File: config.mk
export PLATFORM = sky130hd
export DESIGN_NAME = audio_frame_rate_changer
export DESIGN_NICKNAME = d
export VERILOG_FILES = /design/src/afrc_pkg.sv /design/src/audio_frame_rate_changer.sv
export SDC_FILE = /design/constraint.sdc
export NUM_CORES = 1
export LEC_CHECK = 0
export ABC_AREA = 1
export BUFFER_PORTS_ARGS = -buffer_cell sky130_fd_sc_hd__buf_4
export CAP_MARGIN = 20
export CORE_MARGIN = 3
export CORE_UTILIZATION = 60
export DETAILED_ROUTE_END_ITERATION = 7
export GPL_TIMING_DRIVEN = 0
export PLACE_DENSITY = 0.78
export RECOVER_POWER = 100
export SETUP_SLACK_MARGIN = 0.1
export SLEW_MARGIN = 5
export SYNTH_ARGS = -nofsm -noshare
export SYNTH_HDL_FRONTEND = slang
export SYNTH_SLANG_ARGS = --single-unit
File: constraint.sdc
create_clock -name clock -period 6.51 [get_ports clock]
set_clock_uncertainty 0.1 [all_clocks]
set_input_delay 1.302 -clock clock [delete_from_list [all_inputs] [get_ports clock]]
set_output_delay 1.302 -clock clock [all_outputs]
set_load 0.1 [all_outputs]
File: src/afrc_pkg.sv
// ----------------------------------------------------------------------------
// afrc_pkg
// Shared types and constants for the audio frame rate changer.
// ----------------------------------------------------------------------------
package afrc_pkg;

   localparam int SAMPLE_W       = 32;
   localparam int NUM_CH         = 2;
   localparam int DATA_W         = SAMPLE_W * NUM_CH;
   localparam int MAX_FACTOR_DEF = 64;

   localparam int CSR_IDX_W  = 2;
   localparam int CSR_DATA_W = 7;
   localparam int FACTOR_W   = 7;
   localparam int CHAN_W     = 2;

   localparam logic [CSR_IDX_W-1:0] REG_MODE     = 2'd0;
   localparam logic [CSR_IDX_W-1:0] REG_FACTOR   = 2'd1;
   localparam logic [CSR_IDX_W-1:0] REG_CHANNELS = 2'd2;

   localparam logic MODE_SPEED_UP  = 1'b0;
   localparam logic MODE_SLOW_DOWN = 1'b1;

   typedef enum logic [2:0] {
      ST_IDLE,
      ST_DIV,
      ST_STEP,
      ST_EMIT,
      ST_FINAL
   } afrc_state_type;

endpackage

File: src/audio_frame_rate_changer.sv
// ----------------------------------------------------------------------------
// audio_frame_rate_changer
// Frame dropper / linear interpolator for one- or two-channel audio frames.
// ----------------------------------------------------------------------------
// Speed-up mode passes every factor-th frame and drops the rest; a frame is
// accepted in ST_IDLE, and a passed one is handed to the output register from
// ST_FINAL. Slow-down mode puts factor-1 interpolated frames ahead of each
// frame but the first. The first frame, and any frame at factor 1, goes
// straight to ST_FINAL. Any other frame goes through one shared restoring
// divider (33 quotient bits, channel 0 then channel 1) that splits
// |cur - prev| into quotient and remainder by the factor, then through a
// step/emit loop that advances each interpolated value by that quotient with
// a remainder carry. A stalled result port holds the emit and final states.
// The input is not ready while a frame is being worked on; the output
// register lets the next frame come in while the last result still waits.
// ----------------------------------------------------------------------------
module audio_frame_rate_changer #(
   parameter int MAX_FACTOR = afrc_pkg::MAX_FACTOR_DEF
) (
   input  logic                            clock,
   input  logic                            reset,
   // config write channel
   input  logic                            csr_valid,
   output logic                            csr_ready,
   input  logic [afrc_pkg::CSR_IDX_W-1:0]  csr_index,
   input  logic [afrc_pkg::CSR_DATA_W-1:0] csr_data,
   // input frames
   input  logic                            req_tvalid,
   output logic                            req_tready,
   input  logic [afrc_pkg::DATA_W-1:0]     req_tdata,  // sample_ch0, sample_ch1
   // output frames
   output logic                            rsp_tvalid,
   input  logic                            rsp_tready,
   output logic [afrc_pkg::DATA_W-1:0]     rsp_tdata,  // out_ch0, out_ch1
   output logic                            rsp_tlast   // last_of_run
);
   import afrc_pkg::*;

   localparam int FW    = $clog2(MAX_FACTOR + 1);   // effective factor width
   localparam int PH_W  = $clog2(MAX_FACTOR);       // phase / step index width
   localparam int DVD_W = SAMPLE_W + 1;             // |cur - prev| width
   localparam int CNT_W = $clog2(DVD_W);

   // configuration
   logic                mode_ff, mode_in;
   logic [FACTOR_W-1:0] factor_ff, factor_in;
   logic [CHAN_W-1:0]   chan_ff, chan_in;

   // frame state
   logic [PH_W-1:0]     phase_ff, phase_in;
   logic                seen_ff, seen_in;
   logic [SAMPLE_W-1:0] cur_ff [NUM_CH];
   logic [SAMPLE_W-1:0] cur_in [NUM_CH];
   logic [SAMPLE_W-1:0] prev_ff [NUM_CH];
   logic [SAMPLE_W-1:0] prev_in [NUM_CH];

   // divider
   logic [DVD_W-1:0]    dvd_ff, dvd_in;
   logic [FW-1:0]       rem_ff, rem_in;
   logic [CNT_W-1:0]    cnt_ff, cnt_in;
   logic                ch_ff, ch_in;

   // interpolation accumulators
   logic [DVD_W-1:0]    quo_ff [NUM_CH];
   logic [DVD_W-1:0]    quo_in [NUM_CH];
   logic [FW-1:0]       rmd_ff [NUM_CH];
   logic [FW-1:0]       rmd_in [NUM_CH];
   logic [DVD_W-1:0]    acc_ff [NUM_CH];
   logic [DVD_W-1:0]    acc_in [NUM_CH];
   logic [FW-1:0]       car_ff [NUM_CH];
   logic [FW-1:0]       car_in [NUM_CH];
   logic                neg_ff [NUM_CH];
   logic                neg_in [NUM_CH];
   logic [PH_W-1:0]     k_ff, k_in;

   // output register
   logic                rsp_valid_ff, rsp_valid_in;
   logic [DATA_W-1:0]   rsp_data_ff, rsp_data_in;
   logic                rsp_last_ff, rsp_last_in;

   afrc_state_type      state_ff, state_in;

   logic                f_over;
   logic [FW-1:0]       f_eff;
   logic                stereo;
   logic                req_acc;
   logic                out_free;
   logic                load_out;
   logic                div_last;
   logic                k_done;
   logic                pass;

   logic [DVD_W-1:0]    diff;
   logic [DVD_W-1:0]    mag;
   logic [FW:0]         div_t;
   logic                div_ge;
   logic [FW:0]         step_r [NUM_CH];
   logic [SAMPLE_W+1:0] interp [NUM_CH];

   // effective factor: zero acts as one, large values saturate
   assign f_over  = 32'(factor_ff) > 32'(MAX_FACTOR);
   assign f_eff   = f_over ? FW'(MAX_FACTOR) :
                    (factor_ff == '0) ? FW'(1) : FW'(factor_ff);
   assign stereo  = chan_ff[1];

   assign req_acc  = req_tvalid && req_tready;
   assign out_free = !rsp_valid_ff || rsp_tready;
   assign div_last = (cnt_ff == CNT_W'(DVD_W - 1));
   assign k_done   = (FW'(k_ff) == f_eff - FW'(1));
   assign pass     = (phase_ff == '0);

   assign csr_ready  = 1'b1;
   assign rsp_tvalid = rsp_valid_ff;
   assign rsp_tdata  = rsp_data_ff;
   assign rsp_tlast  = rsp_last_ff;

   // next state
   always_comb begin
      state_in = state_ff;
      case (state_ff)
         ST_IDLE: begin
            if (req_acc) begin
               if (mode_ff == MODE_SLOW_DOWN) begin
                  state_in = (seen_ff && f_eff != FW'(1)) ? ST_DIV : ST_FINAL;
               end else begin
                  state_in = pass ? ST_FINAL : ST_IDLE;
               end
            end
         end
         ST_DIV: begin
            // leave once channel one's quotient has been captured
            if (cnt_ff == CNT_W'(DVD_W) && ch_ff) begin
               state_in = ST_STEP;
            end
         end
         ST_STEP: state_in = ST_EMIT;
         ST_EMIT: begin
            if (out_free) begin
               state_in = k_done ? ST_FINAL : ST_STEP;
            end
         end
         ST_FINAL: begin
            if (out_free) begin
               state_in = ST_IDLE;
            end
         end
         default: state_in = ST_IDLE;
      endcase
   end

   // control outputs
   always_comb begin
      req_tready = 1'b0;
      load_out   = 1'b0;
      case (state_ff)
         ST_IDLE:  req_tready = 1'b1;
         ST_EMIT:  load_out   = out_free;
         ST_FINAL: load_out   = out_free;
         default: begin
            req_tready = 1'b0;
            load_out   = 1'b0;
         end
      endcase
   end

   // datapath
   always_comb begin
      mode_in      = mode_ff;
      factor_in    = factor_ff;
      chan_in      = chan_ff;
      phase_in     = phase_ff;
      seen_in      = seen_ff;
      cur_in       = cur_ff;
      prev_in      = prev_ff;
      dvd_in       = dvd_ff;
      rem_in       = rem_ff;
      cnt_in       = cnt_ff;
      ch_in        = ch_ff;
      quo_in       = quo_ff;
      rmd_in       = rmd_ff;
      acc_in       = acc_ff;
      car_in       = car_ff;
      neg_in       = neg_ff;
      k_in         = k_ff;
      rsp_valid_in = rsp_valid_ff;
      rsp_data_in  = rsp_data_ff;
      rsp_last_in  = rsp_last_ff;

      if (csr_valid && csr_ready) begin
         case (csr_index)
            REG_MODE:     mode_in   = csr_data[0];
            REG_FACTOR:   factor_in = csr_data[FACTOR_W-1:0];
            REG_CHANNELS: chan_in   = csr_data[CHAN_W-1:0];
            default:      mode_in   = mode_ff;
         endcase
      end

      // |cur - prev| of the channel being divided
      diff = {cur_ff[ch_ff][SAMPLE_W-1], cur_ff[ch_ff]}
           - {prev_ff[ch_ff][SAMPLE_W-1], prev_ff[ch_ff]};
      mag  = diff[DVD_W-1] ? (~diff + DVD_W'(1)) : diff;

      // one restoring division step
      div_t  = {rem_ff, dvd_ff[DVD_W-1]};
      div_ge = div_t >= {1'b0, f_eff};

      for (int c = 0; c < NUM_CH; c++) begin
         step_r[c] = {1'b0, car_ff[c]} + {1'b0, rmd_ff[c]};
         interp[c] = {{2{prev_ff[c][SAMPLE_W-1]}}, prev_ff[c]}
                   + (neg_ff[c] ? (~{1'b0, acc_ff[c]} + (SAMPLE_W+2)'(1))
                                : {1'b0, acc_ff[c]});
      end

      if (rsp_tready) begin
         rsp_valid_in = 1'b0;
      end

      case (state_ff)
         ST_IDLE: begin
            if (req_acc) begin
               cur_in[0] = req_tdata[SAMPLE_W-1:0];
               cur_in[1] = stereo ? req_tdata[2*SAMPLE_W-1:SAMPLE_W] : '0;
               seen_in   = 1'b1;
               ch_in     = 1'b0;
               cnt_in    = '0;
               rem_in    = '0;
               k_in      = '0;
               for (int c = 0; c < NUM_CH; c++) begin
                  acc_in[c] = '0;
                  car_in[c] = '0;
               end
               if (mode_ff == MODE_SPEED_UP) begin
                  phase_in = (FW'(phase_ff) + FW'(1) >= f_eff) ? '0
                           : phase_ff + PH_W'(1);
               end
            end
         end
         ST_DIV: begin
            if (cnt_ff == '0) begin
               // first cycle of a channel: load the magnitude
               dvd_in = mag;
               neg_in[ch_ff] = diff[DVD_W-1];
               cnt_in = CNT_W'(1);
               rem_in = '0;
            end else begin
               rem_in = div_ge ? FW'(div_t - {1'b0, f_eff}) : FW'(div_t);
               dvd_in = {dvd_ff[DVD_W-2:0], div_ge};
               cnt_in = cnt_ff + CNT_W'(1);
            end
            // the last bit lands here; capture with this step folded in
            if (cnt_ff == CNT_W'(DVD_W)) begin
               cnt_in = '0;
            end
            if (div_last) begin
               cnt_in = CNT_W'(DVD_W);
            end
            if (cnt_ff == CNT_W'(DVD_W)) begin
               quo_in[ch_ff] = dvd_in;
               rmd_in[ch_ff] = rem_in;
               ch_in         = 1'b1;
               dvd_in        = dvd_ff;
            end
         end
         ST_STEP: begin
            for (int c = 0; c < NUM_CH; c++) begin
               if (step_r[c] >= {1'b0, f_eff}) begin
                  car_in[c] = FW'(step_r[c] - {1'b0, f_eff});
                  acc_in[c] = acc_ff[c] + quo_ff[c] + DVD_W'(1);
               end else begin
                  car_in[c] = FW'(step_r[c]);
                  acc_in[c] = acc_ff[c] + quo_ff[c];
               end
            end
            k_in = k_ff + PH_W'(1);
         end
         ST_EMIT: begin
            if (load_out) begin
               rsp_valid_in = 1'b1;
               rsp_last_in  = 1'b0;
               rsp_data_in  = {stereo ? interp[1][SAMPLE_W-1:0] : '0,
                               interp[0][SAMPLE_W-1:0]};
            end
         end
         ST_FINAL: begin
            if (load_out) begin
               rsp_valid_in = 1'b1;
               rsp_last_in  = 1'b1;
               rsp_data_in  = {cur_ff[1], cur_ff[0]};
               if (mode_ff == MODE_SLOW_DOWN) begin
                  prev_in = cur_ff;
               end
            end
         end
         default: rsp_valid_in = rsp_valid_ff;
      endcase
   end

   always_ff @(posedge clock) begin
      if (reset) begin
         state_ff     <= ST_IDLE;
         mode_ff      <= MODE_SPEED_UP;
         factor_ff    <= FACTOR_W'(1);
         chan_ff      <= CHAN_W'(1);
         phase_ff     <= '0;
         seen_ff      <= 1'b0;
         prev_ff[0]   <= '0;
         prev_ff[1]   <= '0;
         cnt_ff       <= '0;
         ch_ff        <= 1'b0;
         k_ff         <= '0;
         rsp_valid_ff <= 1'b0;
      end else begin
         state_ff     <= state_in;
         mode_ff      <= mode_in;
         factor_ff    <= factor_in;
         chan_ff      <= chan_in;
         phase_ff     <= phase_in;
         seen_ff      <= seen_in;
         prev_ff      <= prev_in;
         cnt_ff       <= cnt_in;
         ch_ff        <= ch_in;
         k_ff         <= k_in;
         rsp_valid_ff <= rsp_valid_in;
      end
   end

   always_ff @(posedge clock) begin
      cur_ff      <= cur_in;
      dvd_ff      <= dvd_in;
      rem_ff      <= rem_in;
      quo_ff      <= quo_in;
      rmd_ff      <= rmd_in;
      acc_ff      <= acc_in;
      car_ff      <= car_in;
      neg_ff      <= neg_in;
      rsp_data_ff <= rsp_data_in;
      rsp_last_ff <= rsp_last_in;
   end

   // interpolation carries stay below the factor
   a_carry_range: assert property (@(posedge clock) disable iff (reset)
      (state_ff == ST_EMIT) |-> (car_ff[0] < f_eff && car_ff[1] < f_eff))
      else $error("interpolation carry out of range");

   // only slow-down mode produces results that are not last of their run
   a_mid_only_slow: assert property (@(posedge clock) disable iff (reset)
      (rsp_tvalid && !rsp_tlast) |-> (mode_ff == MODE_SLOW_DOWN))
      else $error("interpolated frame in speed-up mode");

   // results are loaded only from the emit states
   a_load_source: assert property (@(posedge clock) disable iff (reset)
      $rose(rsp_valid_ff) |-> ($past(state_ff) == ST_EMIT || $past(state_ff) == ST_FINAL))
      else $error("result loaded outside emit");

   // divider leaves for the step loop only after channel one
   a_div_exit: assert property (@(posedge clock) disable iff (reset)
      (state_ff == ST_STEP && $past(state_ff) == ST_DIV) |-> ch_ff)
      else $error("divider left before second channel");

endmodule

# Yosys cells after proc, flatten, opt, wreduce, memory -nomap -nowiden
# Cells that the tools add are included.
dict set report totals {
  reg_bits 429
  word_cells 175
  inputBits 78
  output_inout_bits 68
}
dict set report classes {
  reduce_logical 31
  n_mux 66
  n_lt_le_gt_ge 7
  eq_ne 17
  bitwise 6
  add_sub_neg 20
}
# op n
set op_table {}
lappend op_table {{$mux W32} 9}
lappend op_table {{$mux W33} 6}
lappend op_table {{$pmux W66 S2} 1}
lappend op_table {{$mux W64} 2}
lappend op_table {{$pmux W64 S2} 1}
lappend op_table {{$add A33 B1 Y33 const B} 3}
lappend op_table {{$add A33 B33 Y33} 2}
lappend op_table {{$bwmux W66} 1}
lappend op_table {{$mux W66} 1}
lappend op_table {{$add A32 B1 Y32 const B} 2}
lappend op_table {{$add A32 B32 Y32} 2}
lappend op_table {{$not A32 Y32} 2}
lappend op_table {{$mux W7} 9}
lappend op_table {{$demux W33 S1} 1}
lappend op_table {{$not A33 Y33} 1}
lappend op_table {{$sub A32 B32 Y33} 1}
lappend op_table {{$mux W6} 5}
lappend op_table {{$pmux W14 S2} 1}
lappend op_table {{$ge A8 B7 Y1} 3}
lappend op_table {{$mux W3} 8}
lappend op_table {{$pmux W6 S2} 2}
lappend op_table {{$sub A7 B7 Y7} 3}
lappend op_table {{$add A6 B1 Y6 const B} 3}
lappend op_table {{$reduce_and A2 Y1} 9}
lappend op_table {{39 further kinds} 69}

# Logic depth before layout (Yosys ltp)
# Gate-level depths: netlist of the first run.
dict set report depth {
  depth_word 11
  depth_mapped 25
  mapped_depth_nobuf 24
}

# Least setup slack after synthesis of the first run
# No wires, ideal clock.
dict set report synth_timing {
  path_type {reg-to-reg}
  from {register state_ff[2]}
  to {register k_ff[2]}
  period_less_slack_ps 5998
  t_arrival_ps 5779
  stages_incl_launch_ff 11
  n_path_buf 1
  required_time_ps 6291
  setup_time_ps 119
  slack_ps 512
  path_cell_list {dfxtp_1 -> clkbuf_1 -> nor2_1 -> inv_1 -> nor2_1 -> nand2_1 -> inv_1 -> nor2_1 -> inv_1 -> nor2_1 -> o221a_2}
}
dict set report synth_via {
  elab_chain_cells 5
  elab_cells_between_ends 8
  classes_between {eq/ne: 2; mux: 2; reduce/logical: 4}
}
# element line_no
set synth_lines {}
lappend synth_lines {{start, declared} audio_frame_rate_changer.sv:81} ;# afrc_state_type state_ff, state_in;
lappend synth_lines {{start signal, assigned} audio_frame_rate_changer.sv:313} ;# state_ff <= state_in;
lappend synth_lines {{$logic_not A3 Y1} audio_frame_rate_changer.sv:155} ;# case (state_ff)
lappend synth_lines {{$mux W1} audio_frame_rate_changer.sv:155}
lappend synth_lines {{named net req_tready} audio_frame_rate_changer.sv:29} ;# output logic req_tready,
lappend synth_lines {{$logic_and A1 B1 Y1} audio_frame_rate_changer.sv:106} ;# assign req_acc = req_tvalid && req_tready;
lappend synth_lines {{$ne A2 B2 Y1 (no line)} --}
lappend synth_lines {{$reduce_and A2 Y1 (no line)} --}
lappend synth_lines {{end signal, assigned} audio_frame_rate_changer.sv:322} ;# k_ff <= k_in;
lappend synth_lines {{end, declared} audio_frame_rate_changer.sv:74} ;# logic [PH_W-1:0] k_ff, k_in;
# The timed path passes the listed nets, and every way through them passes these cells.
# A chain may end at the register's enable or synchronous reset.

# Worst setup path after layout of the first run
dict set report layout_timing {
  from {register ch_ff}
  to {register dvd_ff[32] (data pin)}
}
dict set report layout_via {
  elab_chain_cells 10
  elab_cells_between_ends 13
  classes_between {add/sub: 2; mux: 9; bitwise: 2}
}
# element line_no
set layout_lines {}
lappend layout_lines {{start, declared} audio_frame_rate_changer.sv:61} ;# logic ch_ff, ch_in;
lappend layout_lines {{start signal, assigned} audio_frame_rate_changer.sv:321} ;# ch_ff <= ch_in;
lappend layout_lines {{$not A1 Y2 (not written as such) (*)} {audio_frame_rate_changer.sv:199, audio_frame_rate_changer.sv:200}}
lappend layout_lines {{$mux W32 (on tied branches) (3 in a row)} {audio_frame_rate_changer.sv:199, audio_frame_rate_changer.sv:200}}
lappend layout_lines {{$sub A32 B32 Y33 (*)} audio_frame_rate_changer.sv:200} ;# - {prev_ff[ch_ff][SAMPLE_W-1], prev_ff[ch_ff]};
lappend layout_lines {{named net diff[32]} audio_frame_rate_changer.sv:93} ;# logic [DVD_W-1:0] diff;
lappend layout_lines {{$not A33 Y33} audio_frame_rate_changer.sv:201} ;# mag = diff[DVD_W-1] ? (~diff + DVD_W'(1)) : diff;
lappend layout_lines {{$add A33 B1 Y33} audio_frame_rate_changer.sv:201}
lappend layout_lines {{$mux W33 (*)} audio_frame_rate_changer.sv:201}
lappend layout_lines {{$mux W33 (*)} audio_frame_rate_changer.sv:239} ;# if (cnt_ff == '0) begin
lappend layout_lines {{$mux W33 (*)} audio_frame_rate_changer.sv:218} ;# case (state_ff)
lappend layout_lines {{end signal, assigned} audio_frame_rate_changer.sv:329} ;# dvd_ff <= dvd_in;
lappend layout_lines {{end, declared} audio_frame_rate_changer.sv:58} ;# logic [DVD_W-1:0] dvd_ff, dvd_in;
# The timed path passes the listed nets; every way through them passes the cells marked *. The select of a mux whose other input is x is not followed.

==> flow_metrics.py, run 1 <==
metrics = {
    "clock_tree": {
        "cts_hold_buffers": 0,
        "cts_tree": "done",
        "ctsResizeCount": 0,
        "htree_num_levels": 2,
        "cts_buffers": 47,
        "post-cts-setup-buffers": 0,
        "cts.sink_count": 424,
        "ctsLongestPathBuffers": 3,
        "cts.clk_slew.worst_paths_ns": 0.06,
        "clock_tree.root_cell": "sky130_fd_sc_hd__clkbuf_16",
        "clock_latency_ns": 0.61,
    },
    "floorplan": {
        "floorplan.die.width_um": 239,
        "floorplan.rows": 84,
        "initial_core_util": 0.612,
        "vertical_die_dimension_um": 239,
        "floorplan.io_pins": 146,
        "floorplan.die_area_sq_um": 56900,
        "placeable_area_sq_um": 53100,
    },
    "placed_design": {
        "gp_routability_congestion": 1.07,
        "sum_of_net_half_perimeters_after_detailed_placement_um": 89300,
        "place.port_buffers": 143,
        "post_dp_cell_area_sq_um": 34600,
        "dpl.cell_count": 5346,
    },
    "drt": {
        "routed-via-count": 31600,
        "drtAntennaViolNets": 0,
        "detail_route.wl_per_cell_um": 20.4,
        "drt-total-wl_um": 111000,
        "dr.first_iter.drc_count": 3719,
        "drt-vias-per-instance": 5.81,
        "detailroute.wirelength.met2_um": 47800,
        "drt_pre_antenna_iters": 6,
        "drc": 0,
        "dr_wl_met3_um": 12200,
        "route.layer.met1.wl_um": 44500,
        "top_signal_layer_used": "met5",
    },
    "status": {
        "failing_checks": "capacitance limit, slew limit",
        "status": "finished with violations",
    },
    "power": {
        "seq_power_share": 0.353,
        "p_leak_nw": 16.5,
        "comb_power_share": 0.364,
        "p_sw_frac": 0.406,
        "worst_ir_drop_vdd_v": 0.000335,
        "power.density_cell_area_nw_per_um2": 277,
        "share_clk_of_total_power": 0.283,
        "internal-power_mw": 5.85,
        "total_switching_power_mw": 4.01,
    },
    "synthesis": {
        "dominantRegCellSynth": "sky130_fd_sc_hd__edfxtp_1",
        "syn_avg_cell_area_sq_um": 7.21,
        "synthXorXnorAreaFrac": 0.0453,
        "synth-edff-count": 327,
        "yosys.cell_types.count": 62,
        "synthAdderAreaFrac": 0.0875,
        "multiplexer_area_fraction_after_synthesis": 0.00802,
        "ys_seq_area_frac": 0.362,
        "netlist_instances": 4505,
        "synth-simple-area-share": 0.297,
        "async_set_reset_flop_share_out_of_synthesis": 0,
        "synth.ff_latch_count": 424,
        "syn-cell-area_sq_um": 32500,
        "synth_warnings": 0,
        "synth-compound-area-share": 0.115,
        "dominant_combinational_cell_family_by_area_after_synthesis": "simple AND/OR/NAND/NOR gates",
        "synth_fp_nets": 4804,
    },
    "global_routing": {
        "globalRouteTotalUtil": 0.381,
        "grt_overflow_total": 0,
        "first_pass_grt_wire_length_um": 165000,
        "grt_max_degree": 66,
        "first_global_vias": 28800,
        "antenna_found_initial": 1,
    },
    "job": {
        "max_cap_violations": 4,
    },
    "worst_setup_path": {
        "end_kind": "register",
        "crit_family": "buffers and inverters",
        "critical-path-top-cell-by-count": "sky130_fd_sc_hd__nand2_1",
        "path_buf_inv": 6,
        "critical_path.startpoint": "ch_ff$_SDFFE_PP0P_",
        "crit_type": "register to register",
        "worstPathCellList": "clkbuf_1 > clkbuf_1 > nand2_1 > o21ai_0 > inv_1 > fa_1 > inv_1 > nand2_1 > nand2_1 > nand3_1 > nand2_1 > nand2_1 > nand2_1 > nand4_1 > nand3b_1 > nand2_1 > clkinvlp_2 > clkbuf_1 > nand2_1 > nor3_1 > nand3_1 > nand2_1",
        "crit_path_max_incr_delay_ns": 0.65,
        "critPathLaunchType": "register",
        "worst_r2r_startpoint": "ch_ff$_SDFFE_PP0P_",
        "worst_ep_required_time_ns": 6.83,
        "crit_path_max_fanout": 11,
        "signal_arrival_time_at_the_worst_endpoint_ns": 5.61,
        "cpMaxStageDelayCell": "sky130_fd_sc_hd__clkbuf_1",
    },
    "timing": {
        "finalSetupViolations": 0,
        "timing.fmax_mhz": 189,
        "period_needed_ns": 5.29,
        "maxSlewViolCount": 125,
        "timing.final.hold_violations": 0,
        "rsz_0062_raised_after_global_routing": "false",
        "tightestPinTransition_ns": 1.83,
        "relSlewSlack": -0.221,
        "post-route-period-util": 0.813,
    },
    "layout": {
        "final_cell_area_sq_um": 35600,
        "fin_cells": 5432,
        "final_nets": 5006,
        "syn2layout_area_growth_pct": 9.79,
        "fillCellCount": 4766,
        "post_route_cells_drive_above_1_share": 0.0578,
        "num_antenna_cells": 0,
    },
    "hold_path": {
        "hold_path_class": "register to register",
        "timing.hold.worst.start": "seen_ff$_SDFFE_PP0P_",
    },
}
## kinds of logic after synthesis
kind of cell / after synthesis
and+or+nand+nor: 2261
buffers and inverters: 724
AOI/OAI and AO/OA: 682
DFF: 424
adders and majority gates: 221
xor gates and xnor gates: 166
muxes: 26
other: 1
## metal layers
metal  global-route usage  vias up
met5                    0        -
met4                0.178        2
met3               0.0673      311
met2                0.595     1688
met1                0.517    14400
li1                     -    15200
## path summary, 6_finish.rpt
path	to	slack (ns)	cells past startpoint
max reg2reg	dvd_ff[32]$_DFFE_PP_	1.22	22
min	seen_ff$_SDFFE_PP0P_	0.37	1
max	dvd_ff[32]$_DFFE_PP_	1.22	22
min reg2reg	seen_ff$_SDFFE_PP0P_	0.37	1
## metrics by stage
stage                     setup slack (ns)   util  hold slack (ns)  total power [mW]  setup TNS, ns
after CTS                             1.69  0.682            0.378              9.89              0
after global routing                  1.00  0.671            0.390              10.3              0
final                                 1.22  0.671            0.375              9.86              0
after floorplan                      0.512      -            0.342              6.02              0
after global placement              -0.297  0.648            0.357              7.08         -21.83
after detailed placement              1.72  0.652            0.364              7.12              0
## state kept, by name, summed over array words and instances, names as in the netlist, 7 cells and up
name / cells
acc_ff: 64
cur_ff: 64
prev_ff: 64
quo_ff: 64
rsp_tdata: 64
dvd_ff: 33
car_ff: 14
rmd_ff: 14
factor_ff: 7
rem_ff: 7
## cells in the final DEF (no fill, tap or decap), types with 161 or more instances in the layout
cell type / synthesis / final
sky130_fd_sc_hd__nor2_1: 411 / 425
sky130_fd_sc_hd__clkbuf_1: 60 / 161
sky130_fd_sc_hd__o21ai_0: 249 / 257
sky130_fd_sc_hd__nand3_1: 221 / 221
sky130_fd_sc_hd__inv_1: 619 / 619
sky130_fd_sc_hd__nand2_1: 1316 / 1321
sky130_fd_sc_hd__a21oi_1: 300 / 302
sky130_fd_sc_hd__ha_1: 211 / 211
sky130_fd_sc_hd__edfxtp_1: 327 / 327
## area by class of cell
class | count | area (sq um) | share of cell area
repair buffers | 153 | 881 | 0.0247
clock inverters | 22 | 229 | 0.00642
clock buffers | 64 | 1370 | 0.0384
well taps | 688 | 861 | 0.0242
plain buffers | 85 | 330 | 0.00927
flip-flops and latches | 424 | 11800 | 0.330
multi-input cells | 3357 | 17800 | 0.500
inverters | 639 | 2400 | 0.0674
## power groups by stage
stage	clock network [mW]	logic, mW	registers [mW]
after floorplan	0	2.16	3.85
after global placement	0	3.54	3.54
after detailed placement	0	3.60	3.52
after CTS	2.79	3.63	3.47
after global routing	2.89	3.92	3.49
final	2.79	3.59	3.48
## cell usage after synthesis (6+ instances only)
| cell | n | area share |
|---|---|---|
| sky130_fd_sc_hd__nor3_2 | 8 | 0.0025 |
| sky130_fd_sc_hd__edfxtp_1 | 327 | 0.30 |
| sky130_fd_sc_hd__or2_2 | 13 | 0.0025 |
| sky130_fd_sc_hd__o21ai_1 | 13 | 0.0020 |
| sky130_fd_sc_hd__buf_1 | 8 | 0.00093 |
| sky130_fd_sc_hd__o211ai_1 | 10 | 0.0023 |
| sky130_fd_sc_hd__fa_1 | 10 | 0.0062 |
| sky130_fd_sc_hd__nand3b_1 | 24 | 0.0056 |
| sky130_fd_sc_hd__nand2_1 | 1316 | 0.15 |
| sky130_fd_sc_hd__inv_2 | 15 | 0.0017 |
| sky130_fd_sc_hd__buf_2 | 12 | 0.0019 |
| sky130_fd_sc_hd__o21a_1 | 11 | 0.0025 |
| sky130_fd_sc_hd__nand2_2 | 37 | 0.0071 |
| sky130_fd_sc_hd__dfxtp_1 | 97 | 0.060 |
| sky130_fd_sc_hd__and2_1 | 7 | 0.0013 |
| sky130_fd_sc_hd__nand3_1 | 221 | 0.034 |
| sky130_fd_sc_hd__a31oi_1 | 14 | 0.0027 |
| sky130_fd_sc_hd__a21oi_1 | 300 | 0.046 |
| sky130_fd_sc_hd__ha_1 | 211 | 0.081 |
| sky130_fd_sc_hd__nor2_4 | 9 | 0.0031 |
| sky130_fd_sc_hd__nand4_1 | 71 | 0.014 |
| sky130_fd_sc_hd__a21oi_2 | 10 | 0.0027 |
| sky130_fd_sc_hd__xnor2_1 | 67 | 0.018 |
| sky130_fd_sc_hd__clkbuf_1 | 60 | 0.0069 |
| sky130_fd_sc_hd__o21ai_0 | 249 | 0.038 |
| sky130_fd_sc_hd__a21o_1 | 10 | 0.0023 |
| sky130_fd_sc_hd__o21bai_1 | 23 | 0.0053 |
| sky130_fd_sc_hd__a211oi_1 | 13 | 0.0030 |
| sky130_fd_sc_hd__nor2_1 | 411 | 0.048 |
| sky130_fd_sc_hd__nand3_2 | 6 | 0.0019 |
| sky130_fd_sc_hd__nor3_1 | 72 | 0.011 |
| sky130_fd_sc_hd__inv_1 | 619 | 0.072 |
| sky130_fd_sc_hd__nor2_2 | 39 | 0.0075 |
| sky130_fd_sc_hd__xor2_1 | 97 | 0.026 |
| sky130_fd_sc_hd__nor4_1 | 18 | 0.0035 |
| sky130_fd_sc_hd__o31ai_1 | 6 | 0.0014 |
| sky130_fd_sc_hd__mux2i_1 | 26 | 0.0080 |
No activity file was read; power rests on OpenSTA's default activity.
==> inputs of run 2 (changes only) <==
--- a/config.mk
+++ b/config.mk
@@ -5,11 +5,11 @@
 export SDC_FILE = /design/constraint.sdc
 export NUM_CORES = 1
 export LEC_CHECK = 0
-export ABC_AREA = 1
+export ABC_AREA = 0
 export BUFFER_PORTS_ARGS = -buffer_cell sky130_fd_sc_hd__buf_4
 export CAP_MARGIN = 20
 export CORE_MARGIN = 3
-export CORE_UTILIZATION = 60
+export CORE_UTILIZATION = 57
 export DETAILED_ROUTE_END_ITERATION = 7
 export GPL_TIMING_DRIVEN = 0
 export PLACE_DENSITY = 0.78
==> constraint.sdc (replaced) <==
create_clock -name clock -period 4.8 [get_ports clock]
set_clock_uncertainty 0.1 [all_clocks]
set_input_delay 0.96 -clock clock [delete_from_list [all_inputs] [get_ports clock]]
set_output_delay 0.96 -clock clock [all_outputs]
set_load 0.1 [all_outputs]
==> run 2 against run 1 <==
  * The run ends with capacitance limit, slew limit, setup timing left
  * Sequential power increased by 27%
  * Combinational power decreased by 16%
  * Cell count decreased by 22%
  * Sequential share of layout area decreased by 0.26 points
  * Clock power increased by 42%
  * Sequential cell count unchanged
  * Register-to-register slack got worse by 1.4 ns
  * Total power increased by 15%
  * Setup slack got worse by 1.4 ns
  * Die area decreased by 3.2%
==> flow_metrics.py, run 2 <==
metrics = {
    "layout": {
        "multi_input_area_sq_um": 18800,
        "leading_cell_types_in_the_layout_fill_and_taps_excluded": "sky130_fd_sc_hd__nand2_1 (371), sky130_fd_sc_hd__edfxtp_1 (327), sky130_fd_sc_hd__nor2_1 (268), sky130_fd_sc_hd__a21oi_1 (257), sky130_fd_sc_hd__ha_1 (188)",
        "final_cell_area_sq_um": 35900,
        "fillCellCount": 3913,
        "fin_util": 0.697,
        "seqCellArea_sq_um": 11800,
        "post_route_cells_drive_above_1_share": 0.171,
        "fin_cells": 4252,
        "syn2layout_area_growth_pct": 20.5,
        "final_nets": 3830,
        "mostFrequentLayoutCell": "sky130_fd_sc_hd__nand2_1",
    },
    "floorplan": {
        "floorplan.die.width_um": 235,
        "floorplan.rows": 83,
        "initial_core_util": 0.579,
        "floorplan.io_pins": 146,
        "floorplan.die_area_sq_um": 55100,
        "placeable_area_sq_um": 51500,
        "vertical_die_dimension_um": 235,
    },
    "clock_tree": {
        "cts_buffers": 49,
        "cts_tree": "done",
        "htree_num_levels": 2,
        "cts_hold_buffers": 0,
        "clock_latency_ns": 0.61,
        "cts.sink_count": 424,
        "ctsLongestPathBuffers": 3,
        "cts.clk_slew.worst_paths_ns": 0.07,
        "clock_tree.root_cell": "sky130_fd_sc_hd__clkbuf_16",
    },
    "hold_path": {
        "worst_hold_path_cells": 2,
        "whs_endpoint": "prev_ff[62]$_SDFFE_PP0P_",
        "hold_path_class": "register to register",
        "timing.hold.worst.start": "prev_ff[62]$_SDFFE_PP0P_",
    },
    "timing": {
        "post-route-period-util": 1.04,
        "period_needed_ns": 4.98,
        "hold_ws_ns": 0.383,
        "tightestPinTransition_ns": 2.12,
        "timing.final.hold_violations": 0,
        "finalSetupViolations": 18,
        "relSlewSlack": -0.426,
        "setup_total_negative_slack_ns": -1.21,
        "timing.fmax_mhz": 201,
        "rsz_0062_raised_after_global_routing": "true",
        "final.setup.worst_slack_ns": -0.179,
        "maxSlewViolCount": 175,
    },
    "synthesis": {
        "dominantRegCellSynth": "sky130_fd_sc_hd__edfxtp_1",
        "post-synth-top-area-fraction": 0.329,
        "yosysMostFrequentCell": "sky130_fd_sc_hd__nand2_1",
        "synth.top_cells.by_area": "sky130_fd_sc_hd__edfxtp_1 (33%), sky130_fd_sc_hd__ha_1 (8.9%), sky130_fd_sc_hd__dfxtp_1 (6.5%)",
        "syn-cell-area_sq_um": 29800,
        "netlist.top_cell.by_area": "sky130_fd_sc_hd__edfxtp_1",
        "synth_fp_nets": 3506,
        "ys_seq_area_frac": 0.395,
        "synth_warnings": 0,
        "synth.ff_latch_count": 424,
        "synth-edff-count": 327,
        "async_set_reset_flop_share_out_of_synthesis": 0,
        "syn_avg_cell_area_sq_um": 9.30,
        "yosys.cell_types.count": 107,
        "netlist_instances": 3207,
        "synth_commonest_cells": "sky130_fd_sc_hd__nand2_1 (382), sky130_fd_sc_hd__edfxtp_1 (327), sky130_fd_sc_hd__a21oi_1 (279), sky130_fd_sc_hd__nor2_1 (272), sky130_fd_sc_hd__ha_1 (211)",
    },
    "placed_design": {
        "placement.setup.worst_slack_ns": -1.33,
        "dpl.cell_count": 4039,
        "gp_routability_congestion": 0.979,
        "post_dp_cell_area_sq_um": 32000,
        "sum_of_net_half_perimeters_after_detailed_placement_um": 72600,
        "place.port_buffers": 144,
    },
    "worst_setup_path": {
        "reg2reg_depth": 18,
        "worst_ep_required_time_ns": 5.03,
        "signal_arrival_time_at_the_worst_endpoint_ns": 5.21,
        "worst_r2r_startpoint": "acc_ff[35]$_SDFFCE_PN0P_",
        "critPathLaunchType": "register",
        "end_kind": "register",
        "critical_path.startpoint": "acc_ff[35]$_SDFFCE_PN0P_",
        "r2r-end": "rsp_tdata[31]$_DFFE_PP_",
        "crit_type": "register to register",
        "crit_path_max_fanout": 4,
        "r2r_slack_ns": -0.18,
    },
    "drt": {
        "detailroute.wirelength.met2_um": 44900,
        "routed-via-count": 26800,
        "drtAntennaViolNets": 0,
        "drt-total-wl_um": 97700,
        "dr_wl_met3_um": 8020,
        "top_signal_layer_used": "met5",
        "drt_pre_antenna_iters": 8,
        "route.layer.met1.wl_um": 41400,
        "drt-vias-per-instance": 6.31,
        "drc": 0,
        "dr.first_iter.drc_count": 2661,
        "detail_route.wl_per_cell_um": 23.0,
    },
    "global_routing": {
        "grt_overflow_total": 0,
        "antenna_found_initial": 4,
        "first_pass_grt_wire_length_um": 144000,
        "grt_max_degree": 66,
        "globalRouteTotalUtil": 0.331,
        "first_global_vias": 25600,
    },
    "power": {
        "p_leak_nw": 13.6,
        "p_total_mw": 11.4,
        "power.density_cell_area_nw_per_um2": 317,
        "worst_ir_drop_vdd_v": 0.000242,
    },
    "status": {
        "status": "finished with violations",
        "failing_checks": "capacitance limit, slew limit, setup timing",
    },
    "job": {
        "max_cap_violations": 5,
    },
}
## run 2: worst max-delay path by stage
stage / to
final: rsp_tdata[31]$_DFFE_PP_
after global routing: quo_ff[64]$_DFFE_PP_
after CTS: rsp_tdata[31]$_DFFE_PP_
after detailed placement: quo_ff[31]$_DFFE_PP_
after global placement: quo_ff[27]$_DFFE_PP_
after floorplan: rsp_tdata[63]$_DFFE_PP_
## run 2: critical path: stages (launching register included)
cell and delay, ns:
sky130_fd_sc_hd__edfxtp_1 0.45, sky130_fd_sc_hd__or3_4 0.43, sky130_fd_sc_hd__or3b_4 0.39, sky130_fd_sc_hd__or4_4 0.48, sky130_fd_sc_hd__nor2_2 0.11, sky130_fd_sc_hd__nand2_1 0.07, sky130_fd_sc_hd__or3_4 0.40, sky130_fd_sc_hd__o31ai_4 0.22
sky130_fd_sc_hd__xnor2_2 0.19, sky130_fd_sc_hd__ha_1 0.30, sky130_fd_sc_hd__a21o_1 0.19, sky130_fd_sc_hd__a21oi_2 0.17, sky130_fd_sc_hd__nor2b_1 0.09, sky130_fd_sc_hd__a31oi_1 0.14, sky130_fd_sc_hd__o211ai_1 0.16, sky130_fd_sc_hd__a221o_1 0.38
sky130_fd_sc_hd__a21oi_2 0.18, sky130_fd_sc_hd__xnor2_1 0.15, sky130_fd_sc_hd__a21oi_1 0.08
## run 2: where the power goes
part	internal [mW]	switching, mW
Clock	2.33	1.63
Sequential	4.24	0.176
Combinational	0.978	2.03
## run 2: cell families after synthesis
kind of cell	Yosys count	synth area share
xor+xnor	288	0.0849
compound gates	846	0.183
fa+ha+maj	221	0.0953
mux	94	0.0331
buf+inv	211	0.0273
simple gates	1122	0.182
other cells	1	0.000126
flops	424	0.395
## run 2: layer usage
layer / GRT usage / vias to the layer above
met2: 0.540 / 1266
met5: 0 / -
met1: 0.458 / 12900
met3: 0.0502 / 223
li1: - / 12400
met4: 0.104 / 8
## run 2: area by class of cell
cell class / instances / area share
antenna: 1 / 0.0000697
buffer: 120 / 0.0175
clock buffer: 59 / 0.0355
clock inverter: 32 / 0.0107
inverter: 88 / 0.00940
multi-input combinational: 2572 / 0.524
sequential: 424 / 0.327
tap: 680 / 0.0237
timing repair buffer: 276 / 0.0514
## run 2: repair_timing
item,CTS,global route
buffers inserted,60,65
pin swaps,67,124
gates resized for setup,194,236
cloned,0,0
setup endpoints to repair,151,142
hold endpoints to repair,0,0
